## config.mk

```make
export PLATFORM = sky130hd
export DESIGN_NAME = key_to_dense_index_table_unit
export DESIGN_NICKNAME = d
export VERILOG_FILES = /design/src/hw/rtl/kdit_pkg.sv /design/src/hw/rtl/kdit_ram.sv /design/src/hw/rtl/key_to_dense_index_table_unit.sv
export SDC_FILE = /design/constraint.sdc
export NUM_CORES = 2
export LEC_CHECK = 0
export ABC_CLOCK_PERIOD_IN_PS = 9700
export BUFFER_PORTS_ARGS = -buffer_cell sky130_fd_sc_hd__buf_4
export CORE_MARGIN = 4
export CORE_UTILIZATION = 45
export CTS_CLUSTER_DIAMETER = 30
export DETAILED_ROUTE_END_ITERATION = 10
export HOLD_SLACK_MARGIN = 0.05
export PLACE_DENSITY = 0.62
export SLEW_MARGIN = 15
export SYNTH_ARGS = -nofsm -noshare
export SYNTH_HDL_FRONTEND = slang
export SYNTH_HIERARCHICAL = 1
export SYNTH_SLANG_ARGS = --single-unit
```

## constraint.sdc

```tcl
create_clock -name clk -period 9.7 [get_ports clk]
set_input_delay 1.94 -clock clk [delete_from_list [all_inputs] [get_ports clk]]
set_output_delay 1.94 -clock clk [all_outputs]
set_load 0.05 [all_outputs]
```

## src/hw/rtl/kdit_pkg.sv

```systemverilog
`default_nettype none

package kdit_pkg;

    localparam int CAPACITY  = 64;
    localparam int KEY_W     = 64;
    localparam int GEN_W     = 32;
    localparam int OUT_IDX_W = 6;
    localparam int IDX_W     = (CAPACITY > 1) ? $clog2(CAPACITY) : 1;
    localparam int CNT_W     = $clog2(CAPACITY + 1);
    localparam int KIND_W    = 2;

    typedef enum logic [KIND_W-1:0] {
        KIND_INSERT  = 2'd0,
        KIND_RESOLVE = 2'd1,
        KIND_REBUILD = 2'd2
    } kind_t;

    // Packed low to high: index, found, full_res, generation.
    typedef struct packed {
        logic [GEN_W-1:0]     generation;
        logic                 full_res;
        logic                 found;
        logic [OUT_IDX_W-1:0] index;
    } result_t;

endpackage

`default_nettype wire

```

## src/hw/rtl/kdit_ram.sv

```systemverilog
`default_nettype none

module kdit_ram #(
    parameter int WIDTH = 64,
    parameter int DEPTH = 64
) (
    input  wire                                           clk,
    input  wire                                           wr_en,
    input  wire [((DEPTH > 1) ? $clog2(DEPTH) : 1)-1:0]   wr_addr,
    input  wire [WIDTH-1:0]                               wr_data,
    input  wire                                           rd_en,
    input  wire [((DEPTH > 1) ? $clog2(DEPTH) : 1)-1:0]   rd_addr,
    output logic [WIDTH-1:0]                              rd_data
);

    logic [WIDTH-1:0] mem [DEPTH];

    always_ff @(posedge clk)
    begin
        if (wr_en)
        begin
            mem[wr_addr] <= wr_data;
        end
        if (rd_en)
        begin
            rd_data <= mem[rd_addr];
        end
    end

endmodule

`default_nettype wire

```

## src/hw/rtl/key_to_dense_index_table_unit.sv

```systemverilog
`default_nettype none

// Key interning table: an insert returns the dense index a 64-bit key already holds, or stores
// the key at the next free slot (equal to the entry count) and returns that slot; a resolve
// reports presence and index; a rebuild empties the table and bumps a 32-bit generation that
// skips zero on wrap. An insert of a new key into a full table stores nothing and flags full.
// Keys live in a single-port-read memory, and one 64-bit comparator walks the stored entries
// one per cycle, so an insert or resolve keeps the input side busy while it walks all N stored
// entries, N being the entry count, less on an early hit; rebuild and unused kinds go straight
// to the post state. One item is in flight at a time; the result sits in an output register,
// so a stalled output does not block the next accept; that item then waits in ST_POST.
module key_to_dense_index_table_unit (
    input  wire                                   clk,
    input  wire                                   rst_n,
    input  wire                                   s_axis_tvalid,
    output logic                                  s_axis_tready,
    input  wire  [kdit_pkg::KEY_W-1:0]            s_axis_tdata,  // key
    input  wire  [kdit_pkg::KIND_W-1:0]           s_axis_tuser,  // kind
    output logic                                  m_axis_tvalid,
    input  wire                                   m_axis_tready,
    output logic [$bits(kdit_pkg::result_t)-1:0]  m_axis_tdata   // index, found, full_res, generation
);

    import kdit_pkg::*;

    typedef enum logic [1:0] {
        ST_IDLE,
        ST_SCAN,
        ST_POST
    } state_t;

    state_t             state_reg, state_next;
    kind_t              kind_reg, kind_next;
    logic [KEY_W-1:0]   key_reg, key_next;
    logic [CNT_W-1:0]   count_reg, count_next;
    logic [GEN_W-1:0]   gen_reg, gen_next;
    logic [CNT_W-1:0]   scan_ptr_reg, scan_ptr_next;
    logic               cmp_valid_reg, cmp_valid_next;
    logic [IDX_W-1:0]   cmp_idx_reg, cmp_idx_next;
    logic [IDX_W-1:0]   pos_reg, pos_next;
    logic               found_reg, found_next;
    logic               full_reg, full_next;
    logic               m_valid_reg, m_valid_next;
    result_t            out_reg, out_next;

    logic               rd_en;
    logic               wr_en;
    logic [KEY_W-1:0]   rd_data;
    logic               hit;
    logic               more;
    logic [IDX_W+OUT_IDX_W-1:0] pos_wide;

    kdit_ram #(
        .WIDTH (KEY_W),
        .DEPTH (CAPACITY)
    ) u_key_ram (
        .clk     (clk),
        .wr_en   (wr_en),
        .wr_addr (count_reg[IDX_W-1:0]),
        .wr_data (key_reg),
        .rd_en   (rd_en),
        .rd_addr (scan_ptr_reg[IDX_W-1:0]),
        .rd_data (rd_data)
    );

    assign hit           = cmp_valid_reg && (rd_data == key_reg);
    assign more          = scan_ptr_reg < count_reg;
    assign pos_wide      = (IDX_W + OUT_IDX_W)'(pos_reg);
    assign s_axis_tready = (state_reg == ST_IDLE);
    assign m_axis_tvalid = m_valid_reg;
    assign m_axis_tdata  = out_reg;

    always_comb
    begin
        state_next     = state_reg;
        kind_next      = kind_reg;
        key_next       = key_reg;
        count_next     = count_reg;
        gen_next       = gen_reg;
        scan_ptr_next  = scan_ptr_reg;
        cmp_valid_next = cmp_valid_reg;
        cmp_idx_next   = cmp_idx_reg;
        pos_next       = pos_reg;
        found_next     = found_reg;
        full_next      = full_reg;
        m_valid_next   = m_valid_reg;
        out_next       = out_reg;
        rd_en          = 1'b0;
        wr_en          = 1'b0;

        if (m_valid_reg && m_axis_tready)
        begin
            m_valid_next = 1'b0;
        end

        case (state_reg)
            ST_IDLE:
            begin
                if (s_axis_tvalid)
                begin
                    kind_next      = kind_t'(s_axis_tuser);
                    key_next       = s_axis_tdata;
                    scan_ptr_next  = '0;
                    cmp_valid_next = 1'b0;
                    pos_next       = '0;
                    found_next     = 1'b0;
                    full_next      = 1'b0;
                    case (kind_t'(s_axis_tuser))
                        KIND_INSERT, KIND_RESOLVE:
                        begin
                            state_next = ST_SCAN;
                        end
                        KIND_REBUILD:
                        begin
                            count_next = '0;
                            // skip zero on wrap
                            gen_next   = (gen_reg == '1) ? GEN_W'(1) : gen_reg + GEN_W'(1);
                            state_next = ST_POST;
                        end
                        default:
                        begin
                            state_next = ST_POST;
                        end
                    endcase
                end
            end

            ST_SCAN:
            begin
                if (hit)
                begin
                    pos_next       = cmp_idx_reg;
                    found_next     = 1'b1;
                    cmp_valid_next = 1'b0;
                    state_next     = ST_POST;
                end
                else if (!more)
                begin
                    // every stored entry compared without a match
                    cmp_valid_next = 1'b0;
                    state_next     = ST_POST;
                    if (kind_reg == KIND_INSERT)
                    begin
                        if (count_reg == CNT_W'(CAPACITY))
                        begin
                            full_next = 1'b1;
                        end
                        else
                        begin
                            wr_en      = 1'b1;
                            pos_next   = count_reg[IDX_W-1:0];
                            found_next = 1'b1;
                            count_next = count_reg + CNT_W'(1);
                        end
                    end
                end
                else
                begin
                    rd_en          = 1'b1;
                    cmp_valid_next = 1'b1;
                    cmp_idx_next   = scan_ptr_reg[IDX_W-1:0];
                    scan_ptr_next  = scan_ptr_reg + CNT_W'(1);
                end
            end

            ST_POST:
            begin
                if (!m_valid_reg || m_axis_tready)
                begin
                    m_valid_next        = 1'b1;
                    out_next.index      = pos_wide[OUT_IDX_W-1:0];
                    out_next.found      = found_reg;
                    out_next.full_res   = full_reg;
                    out_next.generation = gen_reg;
                    state_next          = ST_IDLE;
                end
            end

            default:
            begin
                state_next = ST_IDLE;
            end
        endcase
    end

    always_ff @(posedge clk or negedge rst_n)
    begin
        if (!rst_n)
        begin
            state_reg     <= ST_IDLE;
            kind_reg      <= KIND_INSERT;
            key_reg       <= '0;
            count_reg     <= '0;
            gen_reg       <= '0;
            scan_ptr_reg  <= '0;
            cmp_valid_reg <= 1'b0;
            cmp_idx_reg   <= '0;
            pos_reg       <= '0;
            found_reg     <= 1'b0;
            full_reg      <= 1'b0;
            m_valid_reg   <= 1'b0;
            out_reg       <= '0;
        end
        else
        begin
            state_reg     <= state_next;
            kind_reg      <= kind_next;
            key_reg       <= key_next;
            count_reg     <= count_next;
            gen_reg       <= gen_next;
            scan_ptr_reg  <= scan_ptr_next;
            cmp_valid_reg <= cmp_valid_next;
            cmp_idx_reg   <= cmp_idx_next;
            pos_reg       <= pos_next;
            found_reg     <= found_next;
            full_reg      <= full_next;
            m_valid_reg   <= m_valid_next;
            out_reg       <= out_next;
        end
    end

`ifndef SYNTHESIS
    a_count_bound: assert property (@(posedge clk) disable iff (!rst_n)
        count_reg <= CNT_W'(CAPACITY))
        else $error("entry count above capacity");

    a_gen_nonzero: assert property (@(posedge clk) disable iff (!rst_n)
        (s_axis_tvalid && s_axis_tready && s_axis_tuser == KIND_REBUILD) |=> gen_reg != '0)
        else $error("generation zero after rebuild");

    a_cmp_in_range: assert property (@(posedge clk) disable iff (!rst_n)
        (state_reg == ST_SCAN && cmp_valid_reg) |-> CNT_W'(cmp_idx_reg) < count_reg)
        else $error("compare slot beyond stored entries");

    a_found_full_excl: assert property (@(posedge clk) disable iff (!rst_n)
        m_valid_reg |-> !(out_reg.found && out_reg.full_res))
        else $error("found and full both set");
`endif

endmodule

`default_nettype wire

```

==> out/qor.yml <==
num_rows: 222
cp_slowest_cell: "nor2_1"
critPathBufInv: 2
post_drt_via_cell_ratio: 6.24
clock_path_buffers: 4
postCtsSetupBuffers: 0
max_freq_ghz: 0.153
grt_max_degree: 115
synth_edf_count: 4160
cts.clk_slew.worst_paths_ns: 0.05
stdcell_count: 13600
clock_latency_ns: 1.07
htree_levels: 6
final_nets: 8230
synth_cells: 7408
drc: 0
cts_hold_buf: 0
cellPowerDensity_mw_per_mm2: 294
initial_core_util_pct: 45.2
routed_wl_um: 474000
critical_path_class: "register to register"
vias: 85100
dpl.cell_count: 12200
worstPathRequired_ns: 10.33
period_share_pct: 67.6
worstPathArrival_ns: 7.18
final-setup-viol-count: 0
hold_class: "register to register"
top_layer_used: "met5"
cts_tree: "done"
ys_ff_latch: 4330
yosysUniqueCellTypes: 64
dp_hpwl_um: 268000
r2r_slack_ns: 3.15
syn_nets: 7488
critical_path.max_fanout: 40
netlist.area_leader.share_pct: 75.7
ios: 112
die_w_um: 614
drv_slew: 0
r2r_end: "u_key_ram/mem[58][27]$_DFFE_PP_"
wl_per_cell_um: 34.8
final_layout_size_suffix_gt1_share_pct: 32.8
rsz0062_at_grt: "no"
fillerInstances: 26900
drt_iter0_markers: 12200
cts_sinks: 4330
ctsRootBufferMaster: "clkbuf_16"
grt-ovfl-total: 0
area_growth_pct: 21.0
setup-tns-final_ns: 0
antenna_found_initial: 44
ys.warnings.count: 6
wl_met1_um: 179000
die_h_um: 614
synthTopCellsByArea: "edfxtp_1 (76%), mux4_2 (14%), dfrtp_1 (2.6%)"
wl_met2_um: 222000
wl_met3_um: 55600
critPathMaxStageDelay_ns: 0.91
finalHoldViolations: 0
syn_area_mm2: 0.165
startpoint: "key_reg[47]$_DFFE_PN0P_"
cap_viol_max_count: 0
crit_path_end_kind: "register"
final.min_clock_period_ns: 6.55
largest_reg_flops: 4096
coreArea_mm2: 0.366
place_congestion: 0.919
grt_pass1_vias: 85400
postRouteAntennaNets: 0
crit_end: "u_key_ram/mem[58][27]$_DFFE_PP_"
die_area_mm2: 0.377
cts_inserted_buffers: 751
start_kind: "register"
crit_chain: "xnor2_1 > nand4_1 > nor4_1 > nand4_1 > nor2_1 > nor2_2 > nor2b_1 > nand2_1 > nor2_4 > buf_4 > buf_4"
yosys_most_used_dff: "edfxtp_1"
grt_usage_pct: 25.1
utilization_pct: 54.6
worst_slew_pin_slew_ns: 1.22
drtPass1Iterations: 6
outcome: "complete, no violations"
r2r_start: "key_reg[47]$_DFFE_PN0P_"
fin_skew_ns: 0.0608
seq_area_frac_synth_pct: 78.3
yosys.area.top_type: "edfxtp_1"
cts_resized: 0
critPathTopFamily: "simple AND/OR/NAND/NOR gates"
synth_async_sr_flop_share_pct: 3.93
grt_pass1_wl_um: 665000
slew_headroom_pct: 18.4
worstHoldStart: "m_axis_tdata[25]$_DFFE_PN0P_"
avgSynthCellArea_um2: 22.3
peakVddDrop_mv: 0.206
numPortBuffers: 111
r2r_cells: 11
p_leak_nw: 63.4
crit_cells: 11
## power by group
group / leakage, nW / switching (mW) / internal [mW] / total (mW)
clock network: 12.7 / 9.39 / 17.6 / 27.0
logic: 10.9 / 5.63 / 2.19 / 7.81
registers: 39.9 / 0.523 / 23.4 / 23.9
## Yosys cell counts (all sizes together), types with 26 or more instances
cell type,count
and3,71
nand3,66
xnor2,66
o221ai,38
inv,42
mux2,47
a22oi,168
mux2i,142
or2,28
mux4,1024
nand4,32
edfxtp,4160
a22o,93
nor2b,30
nand2b,36
a41oi,26
buf,237
a211oi,63
o22ai,87
or3,31
dfrtp,170
clkbuf,162
nand2,281
nor2,152
## kinds of logic (layout without fill, tap and decap cells)
| kind of cell | after synthesis | after routing | synth area share (%) |
|---|---|---|---|
| and+or+nand+nor | 774 | 774 | 2.24 |
| muxes | 1213 | 1213 | 15.2 |
| buffers and inverters | 441 | 1843 | 1.23 |
| AOI/OAI and AO/OA | 562 | 562 | 2.62 |
| other | 0 | 12 | 0 |
| xor gates and xnor gates | 78 | 78 | 0.414 |
| DFF | 4330 | 4330 | 78.3 |
| adders and majority gates | 10 | 10 | 0.0758 |
## tightest hold or removal path, cell delays in order, from the launching register on
cell and delay (ns):
dfrtp_1 0.34, nand2_1 0.05, o21ai_0 0.06
## metal layers
| layer | global-route usage [%] | up-vias |
|---|---|---|
| met2 | 38.6 | 5365 |
| met4 | 8.78 | 14 |
| li1 | - | 33200 |
| met3 | 6.30 | 925 |
| met5 | 0 | - |
| met1 | 35.1 | 45600 |
## area by class of cell
type                    count  area [um2]  area share, %
flip-flops and latches   4330      129000           64.7
multi-input cells        2637       34400           17.2
clock buffers             835       19300           9.69
clock inverters           578        7070           3.54
well taps                4816        6030           3.02
repair buffers            388        3320           1.66
inverters                  42         158         0.0790
diodes                     12        30.0         0.0150
## placed cells by master (no fill, tap or decap), types with 70 or more instances in the layout
cell type,count
a22o_1,93
clkinv_1,93
mux4_2,1024
o22ai_1,87
clkbuf_16,760
nor2_1,85
clkbuf_1,70
and3_1,71
clkinv_2,118
bufinv_16,116
edfxtp_1,4160
clkinvlp_4,91
nand2_1,276
dfrtp_1,112
buf_4,355
a22oi_1,168
mux2i_1,142
## how the worst min path moves through the flow
stage | endpoint | slack (ns) | depth (start not counted)
CTS | kind_reg[0]$_DFFE_PN0P_ | 0.48 | 2
finish | m_axis_tdata[25]$_DFFE_PN0P_ | 0.49 | 2
global route | pos_reg[0]$_DFFE_PN0P_ | 0.51 | 1
floorplan | kind_reg[0]$_DFFE_PN0P_ | 0.44 | 2
detailed placement | kind_reg[0]$_DFFE_PN0P_ | 0.47 | 2
global placement | kind_reg[0]$_DFFE_PN0P_ | 0.45 | 2
## through the flow
| stage | setup slack (ns) | hold slack [ns] | area [um2] | power, mW |
|---|---|---|---|---|
| 2_1_floorplan | 1.65 | 0.438 | 165000 | 28.3 |
| 3_3_place_gp | 2.90 | 0.452 | 173000 | 31.8 |
| 3_5_place_dp | 2.98 | 0.471 | 173000 | 32.1 |
| 4_1_cts | 3.30 | 0.484 | 200000 | 59.0 |
| 5_1_grt | 3.25 | 0.506 | 200000 | 60.4 |
| 6_report | 3.15 | 0.489 | 200000 | 58.7 |
Note: power is estimated with default switching activity, not from simulation.
